<file path="src/design/trvg_pkg.sv">
// Shared types, constants and a helper function of the trail ribbon vertex generator.
package trvg_pkg;

   localparam int DEF_MAX_POINTS = 1024;
   localparam int DEF_FRAC_BITS  = 16;

   localparam int CNT_W   = 11;
   localparam int WIDTH_W = 31;
   localparam int POS_W   = 32;
   localparam int TV_W    = 17;
   localparam int CSR_W   = 3;

   localparam logic [CSR_W-1:0] CSR_FACING_MODE  = 3'd0;
   localparam logic [CSR_W-1:0] CSR_RIBBON_WIDTH = 3'd1;
   localparam logic [CSR_W-1:0] CSR_POINT_COUNT  = 3'd2;
   localparam logic [CSR_W-1:0] CSR_CAMERA_X     = 3'd3;
   localparam logic [CSR_W-1:0] CSR_CAMERA_Y     = 3'd4;
   localparam logic [CSR_W-1:0] CSR_CAMERA_Z     = 3'd5;

   localparam logic [5:0] CROSS_LAST = 6'd6;
   localparam logic [5:0] SUMSQ_LAST = 6'd3;
   localparam logic [5:0] SQRT_LAST  = 6'd31;
   localparam logic [5:0] COMP_LAST  = 6'd2;
   localparam logic [5:0] DIV_STEPS  = 6'd32;

   typedef enum logic [4:0] {
      OP_NONE,
      OP_CAPTURE,
      OP_HOLD,
      OP_TV_START,
      OP_TV_SAVE,
      OP_LOAD_DIR,
      OP_LOAD_RIGHT,
      OP_LOAD_VIEW,
      OP_SCALE,
      OP_SAVE_DS,
      OP_SAVE_VS,
      OP_CROSS,
      OP_SUMSQ,
      OP_SQRT_INIT,
      OP_SQRT,
      OP_DIV_MUL,
      OP_DIV_START,
      OP_OFF_STORE,
      OP_OFF_ZERO,
      OP_EMIT,
      OP_COMMIT
   } op_type;

   typedef struct packed {
      op_type     op;
      logic [5:0] step;
      logic       use_held;
      logic       minus;
   } cmd_type;

   typedef struct packed {
      logic mode;
      logic eidx_zero;
      logic eidx_one;
      logic held_valid;
      logic scaled;
      logic sum_zero;
      logic div_busy;
   } status_type;

   // Splits a signed value into sign and magnitude.
   function automatic logic [64:0] to_sm(input logic signed [63:0] v);
      logic [63:0] m;
      m = v[63] ? 64'(-v) : 64'(v);
      return {v[63], m};
   endfunction

endpackage

</file>
<file path="src/design/trvg_ctrl.sv">
// Controller state machine that sequences the ribbon datapath for each point.
module trvg_ctrl (
   input  logic                 clock,
   input  logic                 reset,
   input  logic                 req_valid,
   output logic                 req_ready,
   output logic                 rsp_valid,
   input  logic                 rsp_ready,
   input  trvg_pkg::status_type st,
   output trvg_pkg::cmd_type    cmd
);

   typedef enum logic [18:0] {
      S_IDLE    = 19'h00001,
      S_DECIDE  = 19'h00002,
      S_TV_WAIT = 19'h00004,
      S_LOAD_D  = 19'h00008,
      S_SCALE_D = 19'h00010,
      S_LOAD_V  = 19'h00020,
      S_SCALE_V = 19'h00040,
      S_CROSS   = 19'h00080,
      S_SCALE_C = 19'h00100,
      S_SUMSQ   = 19'h00200,
      S_CHECK   = 19'h00400,
      S_SQRT    = 19'h00800,
      S_DMUL    = 19'h01000,
      S_DSTART  = 19'h02000,
      S_DWAIT   = 19'h04000,
      S_EMIT_P  = 19'h08000,
      S_WAIT_P  = 19'h10000,
      S_EMIT_M  = 19'h20000,
      S_WAIT_M  = 19'h40000
   } state_type;

   state_type  state_ff, state_in;
   logic [5:0] cnt_ff, cnt_in;
   logic       held_pass_ff, held_pass_in;

   always_comb begin
      state_in     = state_ff;
      cnt_in       = cnt_ff;
      held_pass_in = held_pass_ff;
      cmd          = '0;
      cmd.op       = trvg_pkg::OP_NONE;
      cmd.step     = cnt_ff;
      cmd.use_held = held_pass_ff;
      case (state_ff)
         S_IDLE: begin
            if (req_valid) begin
               cmd.op   = trvg_pkg::OP_CAPTURE;
               state_in = S_DECIDE;
            end
         end
         S_DECIDE: begin
            if (st.mode && st.eidx_zero) begin
               cmd.op   = trvg_pkg::OP_HOLD;
               state_in = S_IDLE;
            end else begin
               cmd.op   = trvg_pkg::OP_TV_START;
               state_in = S_TV_WAIT;
            end
         end
         S_TV_WAIT: begin
            if (!st.div_busy) begin
               cmd.op       = trvg_pkg::OP_TV_SAVE;
               held_pass_in = st.mode && st.eidx_one && st.held_valid;
               state_in     = S_LOAD_D;
            end
         end
         S_LOAD_D: begin
            if (st.mode) begin
               cmd.op   = trvg_pkg::OP_LOAD_DIR;
               state_in = S_SCALE_D;
            end else begin
               cmd.op   = trvg_pkg::OP_LOAD_RIGHT;
               state_in = S_SCALE_C;
            end
         end
         S_SCALE_D: begin
            if (st.scaled) begin
               cmd.op   = trvg_pkg::OP_SAVE_DS;
               state_in = S_LOAD_V;
            end else begin
               cmd.op = trvg_pkg::OP_SCALE;
            end
         end
         S_LOAD_V: begin
            cmd.op   = trvg_pkg::OP_LOAD_VIEW;
            state_in = S_SCALE_V;
         end
         S_SCALE_V: begin
            if (st.scaled) begin
               cmd.op   = trvg_pkg::OP_SAVE_VS;
               cnt_in   = '0;
               state_in = S_CROSS;
            end else begin
               cmd.op = trvg_pkg::OP_SCALE;
            end
         end
         S_CROSS: begin
            cmd.op = trvg_pkg::OP_CROSS;
            if (cnt_ff == trvg_pkg::CROSS_LAST) begin
               cnt_in   = '0;
               state_in = S_SCALE_C;
            end else begin
               cnt_in = cnt_ff + 6'd1;
            end
         end
         S_SCALE_C: begin
            if (st.scaled) begin
               cnt_in   = '0;
               state_in = S_SUMSQ;
            end else begin
               cmd.op = trvg_pkg::OP_SCALE;
            end
         end
         S_SUMSQ: begin
            cmd.op = trvg_pkg::OP_SUMSQ;
            if (cnt_ff == trvg_pkg::SUMSQ_LAST) begin
               cnt_in   = '0;
               state_in = S_CHECK;
            end else begin
               cnt_in = cnt_ff + 6'd1;
            end
         end
         S_CHECK: begin
            if (st.sum_zero) begin
               cmd.op   = trvg_pkg::OP_OFF_ZERO;
               state_in = S_EMIT_P;
            end else begin
               cmd.op   = trvg_pkg::OP_SQRT_INIT;
               cnt_in   = '0;
               state_in = S_SQRT;
            end
         end
         S_SQRT: begin
            cmd.op = trvg_pkg::OP_SQRT;
            if (cnt_ff == trvg_pkg::SQRT_LAST) begin
               cnt_in   = '0;
               state_in = S_DMUL;
            end else begin
               cnt_in = cnt_ff + 6'd1;
            end
         end
         S_DMUL: begin
            cmd.op   = trvg_pkg::OP_DIV_MUL;
            state_in = S_DSTART;
         end
         S_DSTART: begin
            cmd.op   = trvg_pkg::OP_DIV_START;
            state_in = S_DWAIT;
         end
         S_DWAIT: begin
            if (!st.div_busy) begin
               cmd.op = trvg_pkg::OP_OFF_STORE;
               if (cnt_ff == trvg_pkg::COMP_LAST) begin
                  cnt_in   = '0;
                  state_in = S_EMIT_P;
               end else begin
                  cnt_in   = cnt_ff + 6'd1;
                  state_in = S_DMUL;
               end
            end
         end
         S_EMIT_P: begin
            cmd.op   = trvg_pkg::OP_EMIT;
            state_in = S_WAIT_P;
         end
         S_WAIT_P: begin
            if (rsp_ready) begin
               state_in = S_EMIT_M;
            end
         end
         S_EMIT_M: begin
            cmd.op    = trvg_pkg::OP_EMIT;
            cmd.minus = 1'b1;
            state_in  = S_WAIT_M;
         end
         S_WAIT_M: begin
            if (rsp_ready) begin
               if (held_pass_ff) begin
                  held_pass_in = 1'b0;
                  state_in     = S_LOAD_D;
               end else begin
                  cmd.op   = trvg_pkg::OP_COMMIT;
                  state_in = S_IDLE;
               end
            end
         end
         default: begin
            state_in = S_IDLE;
         end
      endcase
   end

   always_ff @(posedge clock) begin
      if (reset) begin
         state_ff     <= S_IDLE;
         cnt_ff       <= '0;
         held_pass_ff <= 1'b0;
      end else begin
         state_ff     <= state_in;
         cnt_ff       <= cnt_in;
         held_pass_ff <= held_pass_in;
      end
   end

   assign req_ready = (state_ff == S_IDLE);
   assign rsp_valid = (state_ff == S_WAIT_P) || (state_ff == S_WAIT_M);

   a_no_overlap: assert property (@(posedge clock) disable iff (reset)
      !(rsp_valid && req_ready))
      else $error("result offered while a new point is being taken");

   a_accept_decide: assert property (@(posedge clock) disable iff (reset)
      (req_valid && req_ready) |=> (state_ff == S_DECIDE))
      else $error("accepted point not followed by the decision step");

   a_div_idle: assert property (@(posedge clock) disable iff (reset)
      (cmd.op == trvg_pkg::OP_TV_START || cmd.op == trvg_pkg::OP_DIV_START) |-> !st.div_busy)
      else $error("divider started while busy");

endmodule

</file>
<file path="config.mk">
export PLATFORM = sky130hd
export DESIGN_NAME = trvg_ctrl
export DESIGN_NICKNAME = d
export VERILOG_FILES = /design/src/design/trvg_pkg.sv /design/src/design/trvg_ctrl.sv
export SDC_FILE = /design/constraint.sdc
export NUM_CORES = 1
export LEC_CHECK = 0
export ABC_AREA = 0
export BUFFER_PORTS_ARGS = -buffer_cell sky130_fd_sc_hd__buf_2
export CORE_ASPECT_RATIO = 0.8
export CORE_MARGIN = 3
export CORE_UTILIZATION = 60
export DETAILED_ROUTE_END_ITERATION = 16
export GPL_TIMING_DRIVEN = 0
export PLACE_DENSITY = 0.79
export SYNTH_ARGS = -nofsm -noshare
export SYNTH_HDL_FRONTEND = slang
export SYNTH_SLANG_ARGS = --single-unit
</file>
<file path="constraint.sdc">
create_clock -name clock -period 4.6 [get_ports clock]
set_input_delay 0.23 -clock clock [delete_from_list [all_inputs] [get_ports clock]]
set_output_delay 0.23 -clock clock [all_outputs]
set_load 0.1 [all_outputs]
</file>
Yosys cells after proc, flatten, opt, wreduce, memory -nomap -nowiden
Cells that the tools add are included.
{"block": "op_classes", "n_addsub": 1, "n_eq_ne": 36, "n_reduce_logical": 11, "mux": 41}
{"op": "19-bit one-hot mux with 19 select lines", "count": 1}
{"op": "19-bit 2-to-1 mux", "count": 11}
{"op": "5-bit one-hot mux with 17 select lines", "count": 1}
{"op": "6-bit 2-to-1 mux", "count": 7}
{"op": "6-bit one-hot mux with 6 select lines", "count": 1}
{"op": "16-bit 2-to-1 mux", "count": 2}
{"op": "2-bit inequality test (second input constant)", "count": 12}
{"op": "5-bit 2-to-1 mux", "count": 4}
{"op": "19-bit by 1-bit equality test with 1-bit output (second input constant)", "count": 1}
{"op": "19-bit by 10-bit equality test with 1-bit output (second input constant)", "count": 1}
{"op": "19-bit by 11-bit equality test with 1-bit output (second input constant)", "count": 1}
{"op": "19-bit by 12-bit equality test with 1-bit output (second input constant)", "count": 1}
{"op": "19-bit by 13-bit equality test with 1-bit output (second input constant)", "count": 1}
{"op": "19-bit by 14-bit equality test with 1-bit output (second input constant)", "count": 1}
{"op": "19-bit by 15-bit equality test with 1-bit output (second input constant)", "count": 1}
{"op": "19-bit by 16-bit equality test with 1-bit output (second input constant)", "count": 1}
{"op": "19-bit by 17-bit equality test with 1-bit output (second input constant)", "count": 1}
{"op": "19-bit by 18-bit equality test with 1-bit output (second input constant)", "count": 1}
{"op": "19-bit equality test (second input constant)", "count": 1}
{"op": "19-bit by 2-bit equality test with 1-bit output (second input constant)", "count": 1}
{"op": "19-bit by 3-bit equality test with 1-bit output (second input constant)", "count": 1}
{"op": "19-bit by 4-bit equality test with 1-bit output (second input constant)", "count": 1}
{"op": "19-bit by 5-bit equality test with 1-bit output (second input constant)", "count": 1}
{"op": "19-bit by 6-bit equality test with 1-bit output (second input constant)", "count": 1}
{"op": "other kinds (22)", "count": 34}
{"block": "word_totals", "input_bits": 11, "output_inout_bits": 15, "word_cells": 92, "regBits": 26}

Logic depth before layout (Yosys ltp)
Gate-level depths: netlist (run 1).
{"block": "logic_depth", "word_depth": 4, "depth_mapped": 9, "ltp_nobuf": 7}

Worst setup path before layout (run 1)
OpenSTA, ideal clock, no wires.
{"block": "synth_path", "path_type": "reg-to-output", "startpoint": "reg state_ff[14]", "endpoint": "out cmd[8] in the netlist's numbering", "slack_ns": 1.098, "path_stages_with_launch": 8, "t_arrival_ns": 3.272, "t_required_ns": 4.370, "cell_sequence": "dfxtp_1 buf_6 or4_4 buf_6 nor4_4 and4_1 a211oi_1 nand4b_1"}
{"item": "start: declaration", "line": "trvg_ctrl.sv:35", "text": "state_type state_ff, state_in;"}
{"item": "start signal: assignment", "line": "trvg_ctrl.sv:202", "text": "state_ff <= state_in;"}
{"item": "end: declaration", "line": "trvg_ctrl.sv:10", "text": "output trvg_pkg::cmd_type cmd"}

==> results of run 1 <==
synth_stat cells (4+ instances only):
| cell type | count |
|---|---|
| nand4b_1 | 8 |
| inv_1 | 12 |
| nor2_1 | 17 |
| and3_1 | 4 |
| a21oi_1 | 12 |
| nor4_1 | 12 |
| or4_4 | 4 |
| nand2b_1 | 4 |
| nand2_1 | 16 |
| nor3_1 | 14 |
| or4_1 | 6 |
| o21ai_0 | 10 |
| a211oi_1 | 4 |
| nor4_4 | 4 |
| xnor2_1 | 7 |
| clkbuf_1 | 12 |
| dfxtp_1 | 26 |
| nand3_1 | 14 |
| nand4_1 | 10 |
sequential cells by signal (all words and copies together), names as in the netlist:
signal,flops
held_pass_ff,1
cnt_ff,6
state_ff,19
critical path: cells and delay by family (launching register included):
family	cells	cell delay, ns
AOI/OAI and AO/OA	1	0.17
buffers and inverters	2	0.66
DFF	1	0.31
and+or+nand+nor	4	1.86
worst paths after layout:
path / startpoint / end / slack (ns)
min reg2reg: held_pass_ff$_SDFFE_PP0P_ / state_ff[3]$_SDFFE_PP0P_ / 0.54
max reg2reg: state_ff[11]$_SDFFE_PP0P_ / state_ff[0]$_SDFFE_PP1P_ / 1.47
max: state_ff[4]$_SDFFE_PP0P_ / cmd[11] / 1.09
min: req_valid / state_ff[0]$_SDFFE_PP1P_ / 0.23
layer usage:
layer / up-vias / part of all wire, % / GRT usage (%)
met5: - / 0 / 0
met1: 1036 / 45 / 45.4
met3: 13 / 12 / 8.19
met2: 134 / 42 / 44.2
met4: 0 / 0.92 / 4.56
li1: 1066 / - / -
kinds of logic after synthesis:
group / count (synthesis)
AND/OR/NAND/NOR: 139
AO/OA/AOI/OAI: 54
buffers and inverters: 30
flip-flops: 26
XOR/XNOR: 10
adder cells (fa/ha/maj): 2
multiplexers: 1
power by group:
group | leakage, nW | internal, mW | switching (mW)
clock | 0.0216 | 0.0589 | 0.0735
sequential | 0.210 | 0.229 | 0.00841
combinational | 0.661 | 0.0547 | 0.132
total | 0.892 | 0.343 | 0.214
cell usage in the layout, fill, tap and decap left out, types with 3 or more instances in the layout:
| master | n |
|---|---|
| a211oi_1 | 4 |
| a21oi_1 | 12 |
| and3_1 | 4 |
| and4b_1 | 3 |
| buf_2 | 27 |
| buf_6 | 3 |
| clkbuf_1 | 12 |
| clkbuf_8 | 3 |
| dfxtp_1 | 26 |
| inv_1 | 12 |
| nand2_1 | 16 |
| nand2b_1 | 4 |
| nand3_1 | 14 |
| nand3b_1 | 3 |
| nand4_1 | 10 |
| nand4b_1 | 8 |
| nor2_1 | 17 |
| nor2b_1 | 3 |
| nor3_1 | 14 |
| nor4_1 | 12 |
| nor4_4 | 4 |
| nor4b_1 | 3 |
| o21ai_0 | 10 |
| o21ai_1 | 3 |
| o31ai_1 | 3 |
| or2_2 | 3 |
| or4_1 | 6 |
| or4_4 | 4 |
| xnor2_1 | 7 |
| xor2_1 | 3 |
final cells by class:
type | instances | area, µm² | area share, %
Clock buffer | 3 | 41.3 | 1.80
Inverter | 12 | 45.0 | 1.96
Timing Repair Buffer | 25 | 125 | 5.44
Buffer | 18 | 96.3 | 4.19
Sequential cell | 26 | 520 | 22.6
Tap cell | 40 | 50.0 | 2.18
Multi-Input combinational cell | 206 | 1420 | 61.8
==> flow_metrics.tcl, run 1 <==
set metrics [dict create \
    numCtsBuffers 3 \
    cp_data_required_time_ns 4.37 \
    ir_worst_vdd_uv 188 \
    synth_nets 275 \
    synth_top_family_by_area "simple AND/OR/NAND/NOR gates" \
    grt_max_degree 14 \
    synth-warning-count 0 \
    synth.area.top_cells "dfxtp_1, nor4_4, nor4_1" \
    rr_worst_depth 8 \
    drv_cap 0 \
    grt_usage_pct 30.3 \
    setup_violations 0 \
    synthFlopType "dfxtp_1" \
    slowest_delay_ns 0.69 \
    diodes 0 \
    drive_gt1_share_pct 18.6 \
    path_clk_slew_ns 0.09 \
    antenna_found_initial 0 \
    path_class "reg2out" \
    max_slew_margin_pct 51.0 \
    synth_area_mm2 0.00208 \
    hold_violations 0 \
    port_buffers 25 \
    start_kind "register" \
    avgViaCountPerCell 6.82 \
    ioPinCount 26 \
    postCtsSetupBuffers 0 \
    setup_slack_ns 1.09 \
    nNetsFinal 305 \
    postSynthCellCount 262 \
    powerDensity_mw_per_mm2 242 \
    instances_no_fill 330 \
    period_share_pct 76.3 \
    synth_compound_area_share_pct 18.9 \
    core_area_mm2 0.00320 \
    post_dp_cell_area_mm2 0.00226 \
    cts_tree "yes" \
    grt_setup_unrepaired "false" \
    wl_per_cell_um 18.8 \
    yosysTopAreaCellShare_pct 25.0 \
    fin_util_pct 71.9 \
    slowest_stage "or4_1" \
    area_growth_pct 10.4 \
    worst_pin_slew_ns 0.725 \
    gr-total-overflow 0 \
    hpwlAfterDp_um 4830 \
    vias 2249 \
    cts-resized-gates 0 \
    drt_iter0_markers 401 \
    die_h_um 58.7 \
    grt_pass1_wl_um 9960 \
    fillCellCount 280 \
    power.leakage_nw 0.892 \
    fin_area_mm2 0.00230 \
    crit_top_cell "or4_4" \
    min_period_ns 3.51 \
    wl_um 6190 \
    synth_edf_count 0 \
    grt_pass1_vias 1965 \
    detail-route-antenna-nets 0 \
    synth_xor_area_share_pct 4.21 \
    dp.cells 327 \
    hold_path.class "in2reg" \
    synthAdderAreaFrac_pct 1.20 \
    dieArea_mm2 0.00422 \
    whs_ns 0.229 \
    async_reset_ff_share_pct 0 \
    hold_depth 2 \
    clock.fmax_mhz 285 \
    worstPathCellList "clkbuf_1, or4_1, or4_4, or4_4, a21boi_4, nand4_1, buf_2" \
    power.total_mw 0.557 \
    slew_viol_final 0 \
    ys_seq_area_share_pct 25.0 \
    outcome "finished, final reports clean" \
    h-tree-depth 1 \
    synthMuxAreaShare_pct 0.481 \
    skew_ns 0.00212 \
    end_kind "output port" \
    fin_tns_setup_ns 0 \
    initial_core_util_pct 65.1 \
    synth-simple-area-share_pct 43.4 \
    postSynthAreaPerCell_um2 7.95 \
    cts_root_buffer "clkbuf_8" \
    pre_cts_ws_ns 1.45 \
    num_rows 18 \
    place_congestion 0.973 \
    synth.distinct_cells 60 \
    synth_top_area_cell "dfxtp_1" \
    hold_buffers 0 \
    ys_seq_elements 26 \
    drc 0 \
    critPathMaxFanout 10 \
    cts_sinks 26 \
    clk_latency_ns 0.28 \
    detail_route.first_pass.iterations 5 \
    cp.arrival_ns 3.28 \
    cts_buffer_depth 2 \
    die_x_um 71.9 \
]
(Power assumes the default switching activity.)
==> run 2: changes to the inputs <==
--- a/config.mk
+++ b/config.mk
@@ -9,10 +9,10 @@
 export BUFFER_PORTS_ARGS = -buffer_cell sky130_fd_sc_hd__buf_2
 export CORE_ASPECT_RATIO = 0.8
 export CORE_MARGIN = 3
-export CORE_UTILIZATION = 60
+export CORE_UTILIZATION = 53
 export DETAILED_ROUTE_END_ITERATION = 16
 export GPL_TIMING_DRIVEN = 0
-export PLACE_DENSITY = 0.79
+export PLACE_DENSITY = 0.74
 export SYNTH_ARGS = -nofsm -noshare
 export SYNTH_HDL_FRONTEND = slang
 export SYNTH_SLANG_ARGS = --single-unit
==> constraint.sdc (replaced) <==
create_clock -name clock -period 3.1 [get_ports clock]
set_input_delay 0.155 -clock clock [delete_from_list [all_inputs] [get_ports clock]]
set_output_delay 0.155 -clock clock [all_outputs]
set_load 0.1 [all_outputs]
==> run 2 against run 1 <==
Against the previous run:
- the run now ends with negative setup slack left
- setup slack got worse by 1.1 ns
- register-to-register slack got worse by 1.3 ns
- clock skew up 0.0057 ns
- final area rose by 8.2%
- combinational power is 78% higher
- wire length rose by 5.3%
- first-iteration DRC count shrank 25%
- total power grew 75%
- die area increased by 12%
- count of clock-buffer cells in the layout stayed put
- critical path depth unchanged
- largest power group unchanged
- highest routed layer unchanged
==> flow_metrics.tcl, run 2 (synthesized netlist as in run 1, its figures left out) <==
set metrics [dict create \
    dieArea_mm2 0.00472 \
    outcome "finished with violations" \
    min_to "held_pass_ff$_SDFFE_PP0P_" \
    powerDensity_mw_per_mm2 391 \
    place_congestion 0.955 \
    hold_depth 3 \
    layout_commonest_cell "dfxtp_1" \
    grt_usage_pct 27.3 \
    period_share_pct 100 \
    fin_util_pct 69.3 \
    die_h_um 62.1 \
    ff2ff_setup_slack_ns 0.14 \
    numCtsBuffers 3 \
    detail_route.first_pass.iterations 5 \
    detail-route-antenna-nets 0 \
    largest_reg_flops 19 \
    initial_core_util_pct 58.0 \
    ioPinCount 26 \
    cts_buffer_depth 2 \
    port_buffers 25 \
    hp-start "st[4]" \
    end_kind "output port" \
    min_period_ns 3.11 \
    antenna_found_initial 0 \
    reg_top3 "state_ff (19), cnt_ff (6), held_pass_ff (1)" \
    hpwlAfterDp_um 4700 \
    worst_pin_slew_ns 0.775 \
    setup_slack_ns -0.0121 \
    path_class "reg2out" \
    nNetsFinal 311 \
    clock.fmax_mhz 321 \
    cts_sinks 26 \
    setup_violations 1 \
    critPathMaxFanout 7 \
    max_slew_margin_pct 47.6 \
    cts_tree "yes" \
    grt_pass1_wl_um 10000 \
    pre_cts_ws_ns -0.0751 \
    num_rows 19 \
    cts_root_buffer "clkbuf_8" \
    violations "negative setup slack" \
    clk_latency_ns 0.28 \
    diodes 0 \
    cp_data_required_time_ns 2.94 \
    drt_iter0_markers 301 \
    slew_viol_final 0 \
    die_x_um 76.1 \
    wl_um 6510 \
    rr_worst_depth 9 \
    grt_pass1_vias 1960 \
    hold_violations 0 \
    vias 2294 \
    top_register "state_ff" \
    cp.arrival_ns 2.96 \
    path_clk_slew_ns 0.09 \
    start_kind "register" \
    grt_setup_unrepaired "true" \
    r2r-start "state_ff[1]$_SDFFE_PP0P_" \
    drc 0 \
    area_growth_pct 19.5 \
    drv_cap 0 \
    whs_ns 0.150 \
    r2r_end "state_ff[0]$_SDFFE_PP1P_" \
    drive_gt1_share_pct 25.6 \
    most-common-layout-cells "dfxtp_1, buf_2, nor2_1" \
    h-tree-depth 1 \
    avgViaCountPerCell 6.57 \
    core_area_mm2 0.00359 \
    hold_path.class "in2reg" \
    gr-total-overflow 0 \
    skew_ns 0.00783 \
    wl_per_cell_um 18.7 \
    grt_max_degree 16 \
    power.leakage_nw 0.956 \
    ir_worst_vdd_uv 254 \
]
## run 2: changes by cell type in the layout (fill, tap and decap cells not counted), sizes merged
cell and delta:
inv -1, bufinv +1, buf +5, clkinvlp +1, clkbuf +1
## run 2: routing by layer
| layer | GRT usage, % | vias to the layer above | wire, µm |
|---|---|---|---|
| met3 | 7.93 | 14 | 835 |
| met2 | 38.3 | 152 | 2640 |
| met1 | 39.4 | 1044 | 2920 |
| met5 | 5.00 | - | 0 |
| li1 | - | 1084 | - |
| met4 | 9.30 | 0 | 123 |
## run 2: worst max-delay path by stage
stage	from	to
after global routing	state_ff[1]$_SDFFE_PP0P_	cmd[11]
after global placement	state_ff[10]$_SDFFE_PP0P_	state_ff[5]$_SDFFE_PP0P_
after CTS	state_ff[15]$_SDFFE_PP0P_	cmd[11]
after detailed placement	state_ff[10]$_SDFFE_PP0P_	state_ff[0]$_SDFFE_PP1P_
after floorplan	state_ff[14]$_SDFFE_PP0P_	cmd[9]
final	state_ff[5]$_SDFFE_PP0P_	cmd[9]
## run 2: layout make-up
cell class              instances  area (µm²)
multi-input cells             206        1470
well taps                      52        65.1
clock inverters                 1        30.0
repair buffers                 35         220
inverters                      12        48.8
clock buffers                   3        41.3
flip-flops and latches         26         531
fillers                       311        1100
plain buffers                  14        83.8
## run 2: power by group
| group | leakage [nW] | switching [mW] | total [mW] | internal [mW] |
|---|---|---|---|---|
| clock network | 0.0357 | 0.116 | 0.289 | 0.173 |
| registers | 0.212 | 0.00876 | 0.352 | 0.343 |
| logic | 0.709 | 0.216 | 0.333 | 0.117 |
## run 2: repair_timing
item	CTS	global route
pin swaps	0	9
buffers inserted	0	10
endpoints found under the setup margin	12	15
hold buffers	0	0
gates resized for setup	5	22
## run 2: stage by stage
step	instance area, µm²	TNS, ns	cells	power [mW]
final	2490	-0.0121	349	0.974
after detailed placement	2280	-0.440	339	0.635
after CTS	2370	0	343	0.919
after floorplan	2090	-0.000949	262	0.574
after global placement	2280	-0.149	339	0.634
after global routing	2490	-0.0392	349	1.01
## run 2: critical path, stage by stage, from the launching register on
cell	delay (ns)
dfxtp_1	0.49
or2_2	0.16
clkbuf_1	0.32
nor4_4	0.14
and4_2	0.27
nor4b_1	0.70
nand4_1	0.23
clkbuf_4	0.35
==> run 3: changes to the inputs <==
--- a/config.mk
+++ b/config.mk
@@ -9,10 +9,10 @@
 export BUFFER_PORTS_ARGS = -buffer_cell sky130_fd_sc_hd__buf_2
 export CORE_ASPECT_RATIO = 0.8
 export CORE_MARGIN = 3
-export CORE_UTILIZATION = 53
+export CORE_UTILIZATION = 58
 export DETAILED_ROUTE_END_ITERATION = 16
 export GPL_TIMING_DRIVEN = 0
-export PLACE_DENSITY = 0.74
+export PLACE_DENSITY = 0.77
 export SYNTH_ARGS = -nofsm -noshare
 export SYNTH_HDL_FRONTEND = slang
 export SYNTH_SLANG_ARGS = --single-unit
==> constraint.sdc (replaced) <==
create_clock -name clock -period 3.3 [get_ports clock]
set_input_delay 0.165 -clock clock [delete_from_list [all_inputs] [get_ports clock]]
set_output_delay 0.165 -clock clock [all_outputs]
set_load 0.1 [all_outputs]
==> run 3 against run 2 <==
Against the previous run:
- the run now ends clean
- count of clock-buffer cells in the layout up 1
- final area down 6.0%
- clock skew up 0.0076 ns
==> flow_metrics.tcl, run 3 (synthesized netlist as in run 1, its figures left out) <==
set metrics [dict create \
    outcome "finished, final reports clean" \
    dieArea_mm2 0.00435 \
    clk_latency_ns 0.28 \
    period_share_pct 97.4 \
    setup_violations 0 \
    powerDensity_mw_per_mm2 345 \
    cp.arrival_ns 3.05 \
    top_register "state_ff" \
    nNetsFinal 305 \
    hold_path.class "in2reg" \
    gr-total-overflow 0 \
    cts_root_buffer "clkbuf_8" \
    drc 0 \
    reg_top3 "state_ff (19), cnt_ff (6), held_pass_ff (1)" \
    cts_tree "yes" \
    hpwlAfterDp_um 4670 \
    power.leakage_nw 0.908 \
    num_rows 18 \
    most-common-layout-cells "buf_2, dfxtp_1, nor2_1" \
    grt_usage_pct 28.9 \
    start_kind "register" \
    h-tree-depth 1 \
    fin_area_mm2 0.00234 \
    cp_data_required_time_ns 3.13 \
    largest_reg_flops 19 \
    p_int_mw 0.504 \
    vias 2239 \
    path_clk_slew_ns 0.10 \
    pwr-share-comb_pct 32.4 \
    max_slew_margin_pct 50.3 \
    die_x_um 73.0 \
    hold_buffers 0 \
    hold_violations 0 \
    place_congestion 1.08 \
    ff2ff_setup_slack_ns 0.32 \
    skew_ns 0.0154 \
    p_seq_share_pct 41.0 \
    ir_worst_vdd_uv 196 \
    core_area_mm2 0.00327 \
    drive_gt1_share_pct 20.3 \
    power_switching_mw 0.302 \
    path_class "reg2out" \
    clock.fmax_mhz 311 \
    wl_um 6170 \
    end_kind "output port" \
    clkPwrFrac_pct 26.6 \
    port_buffers 25 \
    avgViaCountPerCell 6.76 \
    cts_sinks 26 \
    switching_share_pct 37.5 \
    die_h_um 59.6 \
    detail_route.first_pass.iterations 5 \
    ioPinCount 26 \
    area_growth_pct 12.3 \
    critPathMaxFanout 10 \
    diodes 0 \
    post_dp_cell_area_mm2 0.00226 \
    worst_pin_slew_ns 0.727 \
    grt_setup_unrepaired "false" \
    min_period_ns 3.21 \
    pre_cts_ws_ns 0.143 \
    cts_buffer_depth 2 \
    initial_core_util_pct 63.8 \
    grt_max_degree 15 \
    setup_slack_ns 0.0860 \
    postCtsSetupBuffers 0 \
    slew_viol_final 0 \
    antenna_found_initial 0 \
    detail-route-antenna-nets 0 \
    wl_per_cell_um 18.6 \
    drv_cap 0 \
    numCtsBuffers 3 \
    fin_tns_setup_ns 0 \
    drt_iter0_markers 225 \
    grt_pass1_vias 1861 \
    grt_pass1_wl_um 9480 \
]
-- run 3: critical path, stage by stage (launching register included) --
cell and delay (ns):
dfxtp_1 0.31, clkbuf_1 0.21, or4_1 0.68, or4_4 0.48
or4_4 0.52, a21boi_4 0.17, nand4_1 0.16, buf_6 0.24
-- run 3: power by group through the flow --
stage	Clock [mW]	Combinational [mW]	Sequential, mW
CTS	0.220	0.254	0.330
detailed placement	0	0.253	0.338
global placement	0	0.253	0.338
floorplan	0	0.200	0.335
finish	0.214	0.261	0.331
global route	0.230	0.274	0.332
-- run 3: area by class of cell --
cell class / instances / area (µm²)
multi-input combinational: 206 / 1440
fill: 261 / 927
sequential: 26 / 520
timing repair buffer: 25 / 131
buffer: 18 / 96.3
clock buffer: 4 / 55.1
tap: 40 / 50.0
inverter: 12 / 45.0
-- run 3: what timing repair did --
action                                  4_1_cts  5_1_grt
endpoints found under the setup margin        1       13
pin swaps                                     0        0
resized for setup                             1        4
-- run 3: final timing paths --
kind | startpoint | to | cells past startpoint
hold / removal | req_valid | state_ff[0]$_SDFFE_PP1P_ | 2
hold reg to reg | held_pass_ff$_SDFFE_PP0P_ | state_ff[3]$_SDFFE_PP0P_ | 2
setup / recovery | state_ff[4]$_SDFFE_PP0P_ | cmd[11] | 7
setup reg to reg | state_ff[10]$_SDFFE_PP0P_ | state_ff[12]$_SDFFE_PP0P_ | 8
-- run 3: per-stage QoR --
| stage | cells | util [%] | total power, mW | hold slack (ns) |
|---|---|---|---|---|
| floorplan | 262 | - | 0.536 | 0.301 |
| global placement | 327 | 69.2 | 0.590 | 0.436 |
| detailed placement | 327 | 69.2 | 0.591 | 0.440 |
| CTS | 331 | 70.9 | 0.803 | 0.138 |
| global route | 331 | 71.6 | 0.837 | 0.155 |
| finish | 331 | 71.6 | 0.806 | 0.144 |
-- run 3: layer usage --
metal  vias to the layer above  track usage (%)  part of all wire, %
li1                       1065                -                    -
met5                         -                0                    0
met2                       124             38.0                   41
met3                        16             7.12                   10
met4                         0             8.68                  1.7
met1                      1034             44.9                   47
